## config.mk

```make
export PLATFORM = sky130hd
export DESIGN_NAME = thermal_mode_and_auto_door_controller
export DESIGN_NICKNAME = d
export VERILOG_FILES = /design/src/rtl/thmdc_pkg.sv /design/src/rtl/thmdc_climate.sv /design/src/rtl/thmdc_door.sv /design/src/rtl/thermal_mode_and_auto_door_controller.sv
export SDC_FILE = /design/constraint.sdc
export NUM_CORES = 1
export LEC_CHECK = 0
export ABC_AREA = 0
export BUFFER_PORTS_ARGS = -buffer_cell sky130_fd_sc_hd__buf_2
export CAP_MARGIN = 5
export CELL_PAD_IN_SITES_DETAIL_PLACEMENT = 1
export CELL_PAD_IN_SITES_GLOBAL_PLACEMENT = 1
export CORE_AREA = 2 2 169 171
export DETAILED_ROUTE_END_ITERATION = 8
export DIE_AREA = 0 0 171 173
export PLACE_DENSITY_LB_ADDON = 0.1
export SYNTH_ARGS = -nofsm -noshare
export SYNTH_HDL_FRONTEND = slang
export SYNTH_HIERARCHICAL = 1
export SYNTH_SLANG_ARGS = --single-unit
```

## constraint.sdc

```tcl
create_clock -name clk -period 3.8 [get_ports clk]
set_input_delay 0.76 -clock clk [delete_from_list [all_inputs] [get_ports clk]]
set_output_delay 0.76 -clock clk [all_outputs]
set_load 0.05 [all_outputs]
```

## src/rtl/thmdc_pkg.sv

```systemverilog
// Types, constants and code conversions for the thermal mode and door controller.
// Used by every module in rtl/; depends on nothing.
package thmdc_pkg;

  localparam int TEMP_W  = 12;
  localparam int ECHO_W  = 13;
  localparam int DELAY_W = 16;
  localparam int TIME_W  = 32;
  localparam int ANGLE_W = 7;
  localparam int CFG_ADDR_W = 3;
  localparam int CFG_DATA_W = 16;

  localparam logic [CFG_ADDR_W-1:0] REG_VENT_ON     = 3'd0;
  localparam logic [CFG_ADDR_W-1:0] REG_VENT_OFF    = 3'd1;
  localparam logic [CFG_ADDR_W-1:0] REG_ALARM       = 3'd2;
  localparam logic [CFG_ADDR_W-1:0] REG_OPEN_ECHO   = 3'd3;
  localparam logic [CFG_ADDR_W-1:0] REG_CLOSE_ECHO  = 3'd4;
  localparam logic [CFG_ADDR_W-1:0] REG_CLOSE_DELAY = 3'd5;

  localparam logic signed [TEMP_W-1:0] VENT_ON_RESET  = 12'sd350;
  localparam logic signed [TEMP_W-1:0] VENT_OFF_RESET = 12'sd300;
  localparam logic signed [TEMP_W-1:0] ALARM_RESET    = 12'sd400;
  localparam logic [ECHO_W-1:0]  OPEN_ECHO_RESET   = 13'd2900;
  localparam logic [ECHO_W-1:0]  CLOSE_ECHO_RESET  = 13'd4060;
  localparam logic [DELAY_W-1:0] CLOSE_DELAY_RESET = 16'd5000;
  localparam logic signed [TEMP_W-1:0] TEMP_RESET = 12'sd250;

  localparam logic OP_UPDATE = 1'b0;
  localparam logic OP_TEMP   = 1'b1;

  localparam logic [1:0] SYS_CODE_NORMAL = 2'd0;
  localparam logic [1:0] SYS_CODE_VENT   = 2'd1;
  localparam logic [1:0] SYS_CODE_ALARM  = 2'd2;
  localparam logic [1:0] SYS_CODE_FAULT  = 2'd3;

  localparam logic [1:0] DOOR_CODE_CLOSED  = 2'd0;
  localparam logic [1:0] DOOR_CODE_OPEN    = 2'd1;
  localparam logic [1:0] DOOR_CODE_CLOSING = 2'd2;

  localparam logic [ANGLE_W-1:0] ANGLE_CLOSED = 7'd0;
  localparam logic [ANGLE_W-1:0] ANGLE_OPEN   = 7'd90;

  typedef enum logic [3:0] {
    MODE_NORMAL = 4'b0001,
    MODE_VENT   = 4'b0010,
    MODE_ALARM  = 4'b0100,
    MODE_FAULT  = 4'b1000
  } mode_t;

  typedef enum logic [2:0] {
    DOOR_CLOSED  = 3'b001,
    DOOR_OPEN    = 3'b010,
    DOOR_CLOSING = 3'b100
  } door_t;

  typedef struct packed {
    logic signed [TEMP_W-1:0] vent_on_tenths;
    logic signed [TEMP_W-1:0] vent_off_tenths;
    logic signed [TEMP_W-1:0] alarm_tenths;
    logic [ECHO_W-1:0]        open_echo_us;
    logic [ECHO_W-1:0]        close_echo_us;
    logic [DELAY_W-1:0]       close_delay_ms;
  } cfg_t;

  typedef struct packed {
    logic                     opcode;
    logic signed [TEMP_W-1:0] temp_tenths;
    logic                     temp_valid;
    logic                     motion;
    logic [ECHO_W-1:0]        echo_us;
    logic [TIME_W-1:0]        now_ms;
  } cmd_t;

  typedef struct packed {
    logic [1:0]         system_mode;
    logic [1:0]         door_mode;
    logic               led_red;
    logic               led_yellow;
    logic               led_green;
    logic [ANGLE_W-1:0] servo_angle;
    logic               servo_update;
    logic               buzzer_enable;
  } res_t;

  function automatic logic [1:0] mode_code(mode_t m);
    logic [1:0] c;
    unique case (m)
      MODE_NORMAL: c = SYS_CODE_NORMAL;
      MODE_VENT:   c = SYS_CODE_VENT;
      MODE_ALARM:  c = SYS_CODE_ALARM;
      MODE_FAULT:  c = SYS_CODE_FAULT;
      default:     c = SYS_CODE_NORMAL;
    endcase
    return c;
  endfunction

  function automatic logic [1:0] door_code(door_t d);
    logic [1:0] c;
    unique case (d)
      DOOR_CLOSED:  c = DOOR_CODE_CLOSED;
      DOOR_OPEN:    c = DOOR_CODE_OPEN;
      DOOR_CLOSING: c = DOOR_CODE_CLOSING;
      default:      c = DOOR_CODE_CLOSED;
    endcase
    return c;
  endfunction

endpackage

```

## src/rtl/thmdc_climate.sv

```systemverilog
// Climate side: stored temperature, sensor fault flag and the four-mode machine.
// Depends on thmdc_pkg.
module thmdc_climate import thmdc_pkg::*; (
  input  logic  clk,
  input  logic  rst,
  input  cfg_t  cfg,
  input  cmd_t  cmd,
  input  logic  fire,
  output mode_t mode_next
);

  logic signed [TEMP_W-1:0] temp;
  logic                     fault;
  mode_t                    mode;

  always_comb begin
    mode_next = mode;
    if (fault) begin
      mode_next = MODE_FAULT;
    end else begin
      unique case (mode)
        MODE_NORMAL: begin
          if (temp >= cfg.alarm_tenths) mode_next = MODE_ALARM;
          else if (temp > cfg.vent_on_tenths) mode_next = MODE_VENT;
        end
        MODE_VENT: begin
          if (temp >= cfg.alarm_tenths) mode_next = MODE_ALARM;
          else if (temp < cfg.vent_off_tenths) mode_next = MODE_NORMAL;
        end
        MODE_ALARM: begin
          if (temp < cfg.vent_off_tenths) mode_next = MODE_NORMAL;
        end
        default: mode_next = MODE_NORMAL;
      endcase
    end
  end

  always_ff @(posedge clk) begin
    if (rst) begin
      temp  <= TEMP_RESET;
      fault <= 1'b0;
      mode  <= MODE_NORMAL;
    end else if (fire) begin
      if (cmd.opcode == OP_TEMP) begin
        if (cmd.temp_valid) begin
          temp  <= cmd.temp_tenths;
          fault <= 1'b0;
        end else begin
          fault <= 1'b1;
        end
      end else begin
        mode <= mode_next;
      end
    end
  end

endmodule

```

## src/rtl/thmdc_door.sv

```systemverilog
// Door side: three-state door machine with wrapping-time close delay.
// Depends on thmdc_pkg; takes the climate mode of the same update.
module thmdc_door import thmdc_pkg::*; (
  input  logic  clk,
  input  logic  rst,
  input  cfg_t  cfg,
  input  cmd_t  cmd,
  input  logic  step,
  input  mode_t mode_next,
  output door_t door_next,
  output logic  changed
);

  door_t             door;
  logic [TIME_W-1:0] close_start;
  logic [TIME_W-1:0] close_start_next;
  logic [TIME_W-1:0] elapsed;
  logic              near;
  logic              clear;
  logic              expired;

  assign near    = cmd.motion && (cmd.echo_us != '0) && (cmd.echo_us <= cfg.open_echo_us);
  assign clear   = (cmd.echo_us == '0) || (cmd.echo_us >= cfg.close_echo_us);
  assign elapsed = cmd.now_ms - close_start;
  assign expired = elapsed >= {{(TIME_W-DELAY_W){1'b0}}, cfg.close_delay_ms};

  always_comb begin
    door_next        = door;
    close_start_next = close_start;
    if (mode_next == MODE_ALARM || mode_next == MODE_FAULT) begin
      door_next = DOOR_CLOSED;
    end else begin
      unique case (door)
        DOOR_CLOSED: begin
          if (near) door_next = DOOR_OPEN;
        end
        DOOR_OPEN: begin
          if (clear) begin
            door_next        = DOOR_CLOSING;
            close_start_next = cmd.now_ms;
          end
        end
        DOOR_CLOSING: begin
          if (near) door_next = DOOR_OPEN;
          else if (expired) door_next = DOOR_CLOSED;
        end
        default: door_next = DOOR_CLOSED;
      endcase
    end
  end

  assign changed = door_next != door;

  always_ff @(posedge clk) begin
    if (rst) begin
      door        <= DOOR_CLOSED;
      close_start <= '0;
    end else if (step) begin
      door        <= door_next;
      close_start <= close_start_next;
    end
  end

endmodule

```

## src/rtl/thermal_mode_and_auto_door_controller.sv

```systemverilog
// Thermal mode and automatic door controller. An accepted item reaches the input
// register, is handled in one pass of the climate and door logic, and an update
// item's result is registered into the result register as the item fires. One
// item is taken every cycle; the rate is set only by the result register, which
// stalls the input register while a result waits to be taken. Temperature items
// give no result and never stall. Depends on thmdc_pkg, thmdc_climate, thmdc_door.
module thermal_mode_and_auto_door_controller import thmdc_pkg::*; (
  input  logic                  clk,
  input  logic                  rst,
  input  logic                  cmd_valid,
  output logic                  cmd_ready,
  input  cmd_t                  cmd,
  output logic                  res_valid,
  input  logic                  res_ready,
  output res_t                  res,
  input  logic                  cfg_wr_en,
  input  logic [CFG_ADDR_W-1:0] cfg_addr,
  input  logic [CFG_DATA_W-1:0] cfg_wdata
);

  cfg_t  cfg;
  cmd_t  cmd_q;
  logic  cmd_q_valid;
  logic  fire;
  logic  step;
  mode_t mode_next;
  door_t door_next;
  logic  changed;
  res_t  res_next;

  always_ff @(posedge clk) begin
    if (rst) begin
      cfg.vent_on_tenths  <= VENT_ON_RESET;
      cfg.vent_off_tenths <= VENT_OFF_RESET;
      cfg.alarm_tenths    <= ALARM_RESET;
      cfg.open_echo_us    <= OPEN_ECHO_RESET;
      cfg.close_echo_us   <= CLOSE_ECHO_RESET;
      cfg.close_delay_ms  <= CLOSE_DELAY_RESET;
    end else if (cfg_wr_en) begin
      unique case (cfg_addr)
        REG_VENT_ON:     cfg.vent_on_tenths  <= cfg_wdata[TEMP_W-1:0];
        REG_VENT_OFF:    cfg.vent_off_tenths <= cfg_wdata[TEMP_W-1:0];
        REG_ALARM:       cfg.alarm_tenths    <= cfg_wdata[TEMP_W-1:0];
        REG_OPEN_ECHO:   cfg.open_echo_us    <= cfg_wdata[ECHO_W-1:0];
        REG_CLOSE_ECHO:  cfg.close_echo_us   <= cfg_wdata[ECHO_W-1:0];
        REG_CLOSE_DELAY: cfg.close_delay_ms  <= cfg_wdata[DELAY_W-1:0];
        default: ;
      endcase
    end
  end

  assign fire = cmd_q_valid && ((cmd_q.opcode == OP_TEMP) || !res_valid || res_ready);
  assign step = fire && (cmd_q.opcode == OP_UPDATE);
  assign cmd_ready = !cmd_q_valid || fire;

  always_ff @(posedge clk) begin
    if (rst) begin
      cmd_q_valid <= 1'b0;
    end else if (cmd_ready) begin
      cmd_q_valid <= cmd_valid;
    end
  end

  always_ff @(posedge clk) begin
    if (cmd_ready && cmd_valid) begin
      cmd_q <= cmd;
    end
  end

  thmdc_climate u_climate (
    .clk       (clk),
    .rst       (rst),
    .cfg       (cfg),
    .cmd       (cmd_q),
    .fire      (fire),
    .mode_next (mode_next)
  );

  thmdc_door u_door (
    .clk       (clk),
    .rst       (rst),
    .cfg       (cfg),
    .cmd       (cmd_q),
    .step      (step),
    .mode_next (mode_next),
    .door_next (door_next),
    .changed   (changed)
  );

  always_comb begin
    res_next.system_mode   = mode_code(mode_next);
    res_next.door_mode     = door_code(door_next);
    res_next.led_red       = (mode_next == MODE_ALARM) || (mode_next == MODE_FAULT);
    res_next.led_yellow    = mode_next != MODE_NORMAL;
    res_next.led_green     = (mode_next == MODE_NORMAL) || (mode_next == MODE_FAULT);
    res_next.servo_angle   = (door_next == DOOR_CLOSED) ? ANGLE_CLOSED : ANGLE_OPEN;
    res_next.servo_update  = changed;
    res_next.buzzer_enable = (mode_next == MODE_ALARM) || (mode_next == MODE_FAULT);
  end

  always_ff @(posedge clk) begin
    if (rst) begin
      res_valid <= 1'b0;
    end else if (step) begin
      res_valid <= 1'b1;
    end else if (res_ready) begin
      res_valid <= 1'b0;
    end
  end

  always_ff @(posedge clk) begin
    if (step) begin
      res <= res_next;
    end
  end

endmodule
```

==> impl_metrics.py, run 1 <==
metrics = {
    "placed_design": {
        "port_buffers": 98,
        "gp_congestion": 0.8456,
        "place_hpwl_microns": 24400,
    },
    "final_layout": {
        "fillCellCount": 3202,
        "multi_input_area_sq_um": 6472,
        "drive_gt1_frac": 0.2023,
        "nets": 1594,
        "areaGrowthSynthToFinish_pct": 20.09,
        "register_area_sq_um": 4715,
    },
    "logic_synthesis": {
        "yosys-top-cells-area": "dfxtp_1, edfxtp_1, ha_1",
        "synth_top_family_by_area": "simple AND/OR/NAND/NOR gates",
        "synth.distinct_cells": 89,
        "synth.yosys.warnings": 6,
        "seq_area_frac_synth": 0.3995,
        "async_flop_share": 0,
        "avgSynthCellArea_sq_um": 9.502,
        "synthFlopType": "dfxtp_1",
        "postSynthCellCount": 1242,
        "yosys.area_share.adder": 0.1162,
        "synth_simple_gate_area_frac": 0.1794,
        "synthMuxAreaShare": 0.09849,
        "synth_common_cells": "dfxtp_1, inv_1, nor2_1, mux2i_1, ha_1",
        "synth_area_sq_um": 11800,
        "synth_compound_area_frac": 0.1223,
        "synth_most_common_cell": "dfxtp_1",
        "yosysTopAreaCell": "dfxtp_1",
        "synth-xor-area-share": 0.01633,
        "synth_top_area_share": 0.2239,
        "synth_edf_count": 69,
        "ys_seq_elements": 201,
    },
    "sta": {
        "setup_viol": 6,
        "fmax_mhz": 237.8,
        "skew_ns": 0.01294,
        "layout_setup_ws_ns": -0.4050,
        "finalCriticalPeriod_ns": 4.205,
        "slew_headroom": 0.3581,
        "slew_violations": 0,
        "rsz0062_at_grt": "yes",
        "finalSetupTns_ns": -1.960,
        "tightest_slew_ns": 0.9629,
        "hold_viol": 0,
        "period_share": 1.107,
        "holdWs_ns": 0.4046,
    },
    "drt": {
        "ant_nets": 0,
        "firstDrtPassIters": 4,
        "num_vias": 9450,
        "postRouteWirelength_microns": 31980,
        "route.met3.wl_microns": 1167,
        "top_layer": "met4",
        "via_per_inst": 5.256,
        "avgRoutedWirePerCell_microns": 17.79,
        "dr.first_iter.drc_count": 325,
        "drc_errors": 0,
        "wl_met2_microns": 14910,
        "wl_met1_microns": 15420,
    },
    "pwr": {
        "powerDensity_nw_per_um2": 392.7,
        "ir_drop_mv": 0.3973,
        "p_leak_uw": 0.006135,
        "power_uw": 5566,
    },
    "clock_network": {
        "htreeDepth": 1,
        "cts_buffer_depth": 3,
        "hold_buffers": 0,
        "cts_root_buf": "clkbuf_16",
        "clkSlewWorstSetupHoldPaths_ns": 0.06,
        "clock_sinks": 201,
        "numCtsBuffers": 25,
        "clk_latency_ns": 0.53,
        "cts_tree": "yes",
    },
    "worst_setup_path": {
        "critPathMaxFanout": 4,
        "worstPathArrival_ns": 4.58,
        "end_kind": "register",
        "cp.required_ns": 4.17,
        "cp-start-kind": "register",
        "critPathKind": "reg -> reg",
    },
    "grt": {
        "grt.overflow.total": 0,
        "grt_pass1_wl_microns": 51550,
        "grt_pass1_vias": 9957,
        "track_usage": 0.2150,
        "antenna_found_initial": 1,
        "grt_max_degree": 94,
    },
    "run_status": {
        "status": "complete, but fails checks",
        "violations": "negative setup slack",
    },
    "floorplan": {
        "initial_core_util": 0.4271,
        "die_h_microns": 173,
        "ios": 102,
        "core_sq_um": 27630,
        "die_w_microns": 171,
        "die_area_sq_um": 29580,
        "rows": 61,
    },
    "hold_path": {
        "worstHoldPathType": "in -> reg",
    },
    "flow_run": {
        "drv_cap": 0,
    },
}
worst max-delay path, stage by stage, from the launching register on:
cell       delay [ns]
edfxtp_1         0.43
ha_1             0.31
nor2b_4          0.17
o2111ai_4        0.15
buf_6            0.16
a211o_1          0.33
nand2_2          0.09
a21boi_2         0.06
xnor2_1          0.12
ha_2             0.18
nor3b_2          0.20
o211ai_1         0.11
or4_4            0.50
a2111oi_4        0.19
nand4_1          0.14
nor4_2           0.21
nand4_2          0.19
o21ai_1          0.17
nor2b_4          0.17
nor3b_2          0.15
cell families after synthesis:
family | after synthesis
and+or+nand+nor | 395
adders and majority gates | 109
xor gates and xnor gates | 22
buffers and inverters | 184
DFF | 201
muxes | 116
other | 1
AOI/OAI and AO/OA | 214
power breakdown:
group          internal [uW]  switching [uW]
sequential              2300            46.5
clock                   1500             955
combinational            330             434
total                   4130            1440
worst paths after layout:
| check | start | to | slack [ns] | depth (start not counted) |
|---|---|---|---|---|
| max | cmd_q[1]$_DFFE_PP_ | res[13]$_DFFE_PP_ | -0.41 | 19 |
| min | cmd[58] | cmd_q[58]$_DFFE_PP_ | 0.40 | 1 |
| max reg2reg | cmd_q[1]$_DFFE_PP_ | res[13]$_DFFE_PP_ | -0.41 | 19 |
| min reg2reg | cmd_q[52]$_DFFE_PP_ | u_climate/temp[5]$_SDFFE_PP1P_ | 0.47 | 2 |
final cells by class:
| class | count | share of cell area |
|---|---|---|
| Antenna cell | 1 | 0.0001766 |
| Timing Repair Buffer | 187 | 0.08308 |
| Inverter | 127 | 0.03364 |
| Multi-Input combinational cell | 859 | 0.4567 |
| Clock buffer | 33 | 0.05209 |
| Tap cell | 378 | 0.03337 |
| Sequential cell | 201 | 0.3327 |
| Clock inverter | 12 | 0.008299 |
layout by cell type, fill, tap and decap left out, types with 6 or more instances in the layout:
cell | synthesis | final
o21a_1 | 14 | 14
edfxtp_1 | 69 | 69
mux2i_1 | 115 | 115
nor2b_1 | 12 | 10
nand2_1 | 72 | 71
xnor2_1 | 15 | 15
a21o_1 | 16 | 16
buf_4 | 11 | 88
nand4_1 | 23 | 23
buf_2 | 21 | 97
a21oi_2 | 2 | 7
nor2_1 | 117 | 116
dfxtp_1 | 132 | 132
nor3_1 | 14 | 14
clkinv_2 | 0 | 7
a21oi_1 | 69 | 63
a211oi_1 | 11 | 9
clkbuf_16 | 0 | 27
nand3b_1 | 6 | 6
ha_1 | 108 | 105
nand3_1 | 15 | 15
o211ai_1 | 9 | 9
inv_1 | 127 | 126
nand2b_1 | 72 | 71
a211o_1 | 8 | 8
o21ai_0 | 31 | 26
xor2_1 | 7 | 7
stage by stage:
stage / instance area, sq um / setup WS, ns / cells / utilization
after detailed placement: 13140 / -0.5082 / 1743 / 0.4755
after floorplan: 11870 / -0.01678 / 1244 / -
final: 14170 / -0.4050 / 1798 / 0.5130
after global routing: 14170 / -0.6322 / 1798 / 0.5130
after CTS: 14080 / -0.4238 / 1793 / 0.5097
after global placement: 13140 / -0.3251 / 1743 / 0.4755
per-layer routing:
| layer | track usage | up-vias |
|---|---|---|
| met1 | 0.2958 | 4602 |
| met2 | 0.3621 | 140 |
| met4 | 0.03708 | 0 |
| li1 | - | 4675 |
| met5 | 0 | - |
| met3 | 0.03067 | 33 |
flip-flops by register name (all words and copies together), names as in the netlist:
signal and flops:
cfg 78, cmd_q 60, u_door/close_start 32, u_climate/temp 12
res 9, u_climate/mode 4, u_door/door 3, cmd_q_valid 1
res_valid 1, u_climate/fault 1
repair_timing:
action                                  in CTS  in global routing
endpoints found under the setup margin       6                 36
setup buffers                                5                  4
pin swaps                                    6                 16
gates resized for setup                     11                 16
No activity file was read; power rests on OpenSTA's default activity.
==> inputs of run 2 (changes only) <==
Settings changed: RECOVER_POWER set to 50.
==> run 2 against run 1 <==
The run ends with max-capacitance violations, max-slew violations, negative setup slack left. Clock-buffer cell count did not move. Highest routed layer unchanged. Combinational power barely moved. Largest power group unchanged. Largest cell class unchanged. Sequential share of layout area barely moved. First-iteration DRC count fell by 1.8%. Worst hold slack improved by 0.00088 ns. Design area fell by 0.13%. Flip-flop and latch count did not move. Final cell count did not move. Fmax barely moved. Utilization fell by 0.068 points.
==> impl_metrics.py, run 2 (synthesized netlist as in run 1, its figures left out) <==
metrics = {
    "final_layout": {
        "areaGrowthSynthToFinish_pct": 19.93,
        "largest_reg_flops": 78,
        "largest-register": "cfg",
        "layout_common_cells": "dfxtp_1, inv_1, nor2_1",
        "final_common_cell": "dfxtp_1",
        "utilization": 0.5123,
        "fin_area_sq_um": 14150,
        "nets": 1594,
        "fillCellCount": 3203,
        "drive_gt1_frac": 0.1987,
        "instances_no_fill": 1798,
        "reg.largest.list": "cfg (78), cmd_q (60), u_door/close_start (32)",
    },
    "sta": {
        "skew_ns": 0.01174,
        "layout_setup_ws_ns": -0.4020,
        "fmax_mhz": 238.0,
        "slew_headroom": -0.2454,
        "rsz0062_at_grt": "yes",
        "tightest_slew_ns": 1.868,
        "slew_violations": 94,
        "finalCriticalPeriod_ns": 4.202,
        "setup_viol": 6,
        "period_share": 1.106,
        "holdWs_ns": 0.4055,
        "hold_viol": 0,
    },
    "drt": {
        "drc_errors": 0,
        "wl_met2_microns": 14930,
        "avgRoutedWirePerCell_microns": 17.78,
        "wl_met1_microns": 15340,
        "top_layer": "met4",
        "ant_nets": 0,
        "postRouteWirelength_microns": 31970,
        "num_vias": 9468,
        "route.met3.wl_microns": 1214,
        "firstDrtPassIters": 4,
        "dr.first_iter.drc_count": 319,
        "via_per_inst": 5.266,
    },
    "worst_setup_path": {
        "critPathKind": "reg -> reg",
        "critical_path.reg2reg.startpoint": "cmd_q[1]$_DFFE_PP_",
        "worstPathArrival_ns": 4.57,
        "r2r-end": "res[13]$_DFFE_PP_",
        "reg2regPathDepth": 19,
        "end_kind": "register",
        "cp-start-kind": "register",
        "critPathMaxFanout": 4,
        "cp.required_ns": 4.17,
        "r2r_slack_ns": -0.40,
    },
    "clock_network": {
        "cts_tree": "yes",
        "clk_latency_ns": 0.53,
        "clkSlewWorstSetupHoldPaths_ns": 0.06,
        "hold_buffers": 0,
        "cts_root_buf": "clkbuf_16",
        "cts_buffer_depth": 3,
        "htreeDepth": 1,
        "clock_sinks": 201,
        "numCtsBuffers": 25,
    },
    "floorplan": {
        "rows": 61,
        "initial_core_util": 0.4271,
        "die_w_microns": 171,
        "die_h_microns": 173,
        "ios": 102,
        "die_area_sq_um": 29580,
        "core_sq_um": 27630,
    },
    "placed_design": {
        "placed_area_sq_um": 13140,
        "gp_congestion": 0.8456,
        "pre_cts_ws_ns": -0.5082,
        "place_hpwl_microns": 24400,
        "dp_cells": 1743,
        "port_buffers": 98,
    },
    "pwr": {
        "p_leak_uw": 0.006118,
        "ir_drop_mv": 0.3974,
        "powerDensity_nw_per_um2": 393.0,
    },
    "grt": {
        "grt_pass1_vias": 9957,
        "grt.overflow.total": 0,
        "track_usage": 0.2150,
        "grt_pass1_wl_microns": 51550,
        "grt_max_degree": 94,
        "antenna_found_initial": 1,
    },
    "hold_path": {
        "hp-start": "cmd[58]",
        "min_to": "cmd_q[58]$_DFFE_PP_",
        "worstHoldPathType": "in -> reg",
        "whs_path_depth": 1,
    },
    "run_status": {
        "status": "complete, but fails checks",
        "violations": "max-capacitance violations, max-slew violations, negative setup slack",
    },
    "flow_run": {
        "drv_cap": 1,
    },
}
run 2: cell types whose count changed in the layout (fill, tap and decap cells not counted), sizes merged:
| cell | change |
|---|---|
| buf | -5 |
| clkbuf | +5 |
run 2: timing repair:
action / 4_1_cts / 5_1_grt
endpoints found under the setup margin: 6 / 36
setup buffers: 5 / 4
resized for setup: 11 / 16
pin swaps: 6 / 16
run 2: worst max-delay path by stage:
stage | startpoint | end | slack [ns]
global route | cmd_q[1]$_DFFE_PP_ | res[13]$_DFFE_PP_ | -0.63
CTS | cmd_q[1]$_DFFE_PP_ | res[13]$_DFFE_PP_ | -0.42
finish | cmd_q[1]$_DFFE_PP_ | res[13]$_DFFE_PP_ | -0.40
global placement | cmd_q[0]$_DFFE_PP_ | res[6]$_DFFE_PP_ | -0.33
detailed placement | cmd_q[0]$_DFFE_PP_ | res[6]$_DFFE_PP_ | -0.51
floorplan | cmd_q[8]$_DFFE_PP_ | res[12]$_DFFE_PP_ | -0.02
run 2: through the flow:
stage | total power, uW | setup TNS (ns)
2_1_floorplan | 2862 | -0.03443
3_3_place_gp | 3106 | -1.303
3_5_place_dp | 3130 | -2.357
4_1_cts | 5621 | -2.076
5_1_grt | 5814 | -3.642
6_report | 5562 | -1.981
run 2: where the power goes:
part	total (uW)	switching, uW	internal (uW)
logic	762	434	328
clock network	2450	953	1500
registers	2350	46.4	2300
total	5560	1430	4130
run 2: critical path, cell delays in order (launching register included):
cell,delay (ns)
edfxtp_1,0.43
ha_1,0.31
nor2b_4,0.17
o2111ai_4,0.15
buf_6,0.16
a211o_1,0.33
nand2_2,0.09
a21boi_2,0.06
xnor2_1,0.12
ha_2,0.18
nor3b_2,0.20
o211ai_1,0.11
or4_4,0.50
a2111oi_4,0.19
nand4_1,0.14
nor4_2,0.21
nand4_2,0.19
o21ai_1,0.17
nor2b_4,0.17
nor3b_2,0.15
run 2: cell type report:
cell class	instances	area, sq um	share of cell area
inverters	127	476.7	0.03368
clock buffers	33	738.2	0.05216
flip-flops and latches	201	4715	0.3331
well taps	378	473.0	0.03342
repair buffers	187	1160	0.08195
diodes	1	2.502	0.0001768
clock inverters	12	117.6	0.008310
multi-input cells	859	6471	0.4572
run 2: layer usage:
layer | track usage | up-vias
li1 | - | 4674
met1 | 0.2958 | 4615
met2 | 0.3621 | 146
met3 | 0.03067 | 33
met4 | 0.03708 | 0
met5 | 0 | -
==> inputs of run 3 (changes only) <==
Settings changed: CORE_AREA 2 2 169 171 to 2 2 202 204, DIE_AREA 0 0 171 173 to 0 0 204 206.
==> run 3 against run 2 <==
The run still ends with max-capacitance violations, max-slew violations, negative setup slack left. Clock power grew 4%. Largest power group unchanged. Critical path depth is 2 lower. Sequential power about the same. Critical path type unchanged.
==> impl_metrics.py, run 3 (synthesized netlist as in run 1, its figures left out) <==
metrics = {
    "run_status": {
        "status": "complete, but fails checks",
        "violations": "max-capacitance violations, max-slew violations, negative setup slack",
    },
    "pwr": {
        "ir_drop_mv": 0.3393,
        "p_leak_uw": 0.006164,
        "powerDensity_nw_per_um2": 393.0,
    },
    "worst_setup_path": {
        "worstPathArrival_ns": 4.46,
        "cp-start-kind": "register",
        "critical_path.reg2reg.startpoint": "cmd_q[1]$_DFFE_PP_",
        "startpoint": "cmd_q[1]$_DFFE_PP_",
        "critPathKind": "reg -> reg",
        "r2r-end": "res[1]$_DFFE_PP_",
        "r2r_slack_ns": -0.39,
        "reg2regPathDepth": 17,
        "critPathCapture": "res[1]$_DFFE_PP_",
        "end_kind": "register",
        "critPathMaxFanout": 4,
        "cp.required_ns": 4.07,
    },
    "floorplan": {
        "die_h_microns": 206,
        "initial_core_util": 0.2937,
        "die_area_sq_um": 42020,
        "ios": 102,
        "core_sq_um": 40180,
        "die_w_microns": 204,
        "rows": 74,
    },
    "sta": {
        "rsz0062_at_grt": "yes",
        "holdWs_ns": 0.3881,
        "skew_ns": 0.01824,
        "hold_viol": 0,
        "layout_setup_ws_ns": -0.3906,
        "fmax_mhz": 238.6,
        "setup_viol": 6,
        "slew_violations": 71,
        "tightest_slew_ns": 3.073,
        "finalCriticalPeriod_ns": 4.191,
        "slew_headroom": -1.049,
        "period_share": 1.103,
    },
    "drt": {
        "postRouteWirelength_microns": 33780,
        "avgRoutedWirePerCell_microns": 17.22,
        "drc_errors": 0,
        "via_per_inst": 4.736,
        "firstDrtPassIters": 4,
        "ant_nets": 0,
        "dr.first_iter.drc_count": 244,
        "num_vias": 9288,
    },
    "final_layout": {
        "utilization": 0.3593,
        "drive_gt1_frac": 0.1952,
        "areaGrowthSynthToFinish_pct": 22.35,
        "fin_area_sq_um": 14440,
        "final_common_cell": "dfxtp_1",
        "largest-register": "cfg",
        "layout_common_cells": "dfxtp_1, inv_1, nor2_1",
        "antenna_cells": 0,
        "fillCellCount": 4619,
        "largest_reg_flops": 78,
        "nets": 1603,
        "reg.largest.list": "cfg (78), cmd_q (60), u_door/close_start (32)",
    },
    "placed_design": {
        "place_hpwl_microns": 26090,
        "placed_area_sq_um": 13440,
        "gp_congestion": 0.7968,
        "port_buffers": 98,
    },
    "clock_network": {
        "htreeDepth": 1,
        "cts_tree": "yes",
        "hold_buffers": 0,
        "numCtsBuffers": 26,
        "clk_latency_ns": 0.55,
        "clkSlewWorstSetupHoldPaths_ns": 0.06,
        "cts_root_buf": "clkbuf_16",
        "clock_sinks": 201,
        "cts_buffer_depth": 3,
    },
    "grt": {
        "grt_pass1_wl_microns": 54580,
        "track_usage": 0.1636,
        "antenna_found_initial": 0,
        "grt_pass1_vias": 9915,
        "grt_max_degree": 71,
        "grt.overflow.total": 0,
    },
    "hold_path": {
        "worstHoldPathType": "in -> reg",
    },
    "flow_run": {
        "drv_cap": 2,
    },
}
-- run 3: cell types whose count changed in the layout (fill, tap and decap cells not counted), moves of 3 or more --
cell      previous run  this run
o21ai_1              2         5
buf_4               83        90
clkbuf_1             6        13
clkinv_2             7         2
buf_2               97        91
clkinv_1             1         4
-- run 3: final cells by class --
class                   count  area, sq um  area share
clock inverters             9        115.1    0.007972
repair buffers            195         1239     0.08579
multi-input cells         859         6451      0.4468
well taps                 532        665.6     0.04610
flip-flops and latches    201         4715      0.3265
clock buffers              38        777.0     0.05381
inverters                 127        476.7     0.03302
-- run 3: power breakdown --
| part | switching (uW) | internal (uW) | leakage (uW) | total [uW] |
|---|---|---|---|---|
| registers | 47.9 | 2300 | 0.00174 | 2350 |
| logic | 438 | 331 | 0.00399 | 769 |
| clock network | 951 | 1600 | 0.000438 | 2560 |
| total | 1440 | 4240 | 0.00616 | 5670 |
-- run 3: how the worst min path moves through the flow --
stage          slack (ns)                 from  cells after the start                        endpoint
6_report             0.39              cmd[39]                      1             cmd_q[39]$_DFFE_PP_
5_1_grt              0.37              cmd[52]                      1             cmd_q[52]$_DFFE_PP_
4_1_cts              0.35              cmd[39]                      1             cmd_q[39]$_DFFE_PP_
3_5_place_dp         0.45  cmd_q[50]$_DFFE_PP_                      2  u_climate/temp[3]$_SDFFE_PP1P_
3_3_place_gp         0.45  cmd_q[54]$_DFFE_PP_                      2  u_climate/temp[7]$_SDFFE_PP1P_
2_1_floorplan        0.43  cmd_q[48]$_DFFE_PP_                      2  u_climate/temp[1]$_SDFFE_PP1P_
-- run 3: what timing repair did --
action	in CTS	in global routing
resized for setup	14	6
pin swaps	9	0
buffers inserted	5	1
endpoints found under the setup margin	6	38
-- run 3: per-stage QoR --
step                      std cells  power [uW]  setup WS (ns)   TNS, ns
after floorplan                1244        2862       -0.01678  -0.03443
after global placement         1908        3148        -0.3444    -1.567
after detailed placement       1908        3158        -0.4462    -2.252
after CTS                      1960        5790        -0.3908    -1.816
after global routing           1961        5950        -0.6676    -6.099
final                          1961        5674        -0.3906    -1.886
-- run 3: routing by layer --
layer | track usage | vias up | wire length [microns]
met5 | 0 | - | 0
met4 | 0.03261 | 0 | 582
met3 | 0.02397 | 32 | 1059
met1 | 0.2307 | 4452 | 17170
met2 | 0.2658 | 111 | 14960
li1 | - | 4693 | -
-- run 3: critical path: stages, from the launching register on --
cell and delay, ns:
edfxtp_1 0.39, ha_1 0.30, nor2b_4 0.15, o2111ai_2 0.13, a211oi_2 0.34, a21oi_2 0.10
xnor2_1 0.14, ha_1 0.29, a21o_1 0.17, a21oi_2 0.15, o32ai_2 0.10, or4_4 0.53
a2111oi_4 0.19, nand4_1 0.14, nor4_2 0.21, nand4_2 0.19, o31ai_2 0.25, o221ai_1 0.15
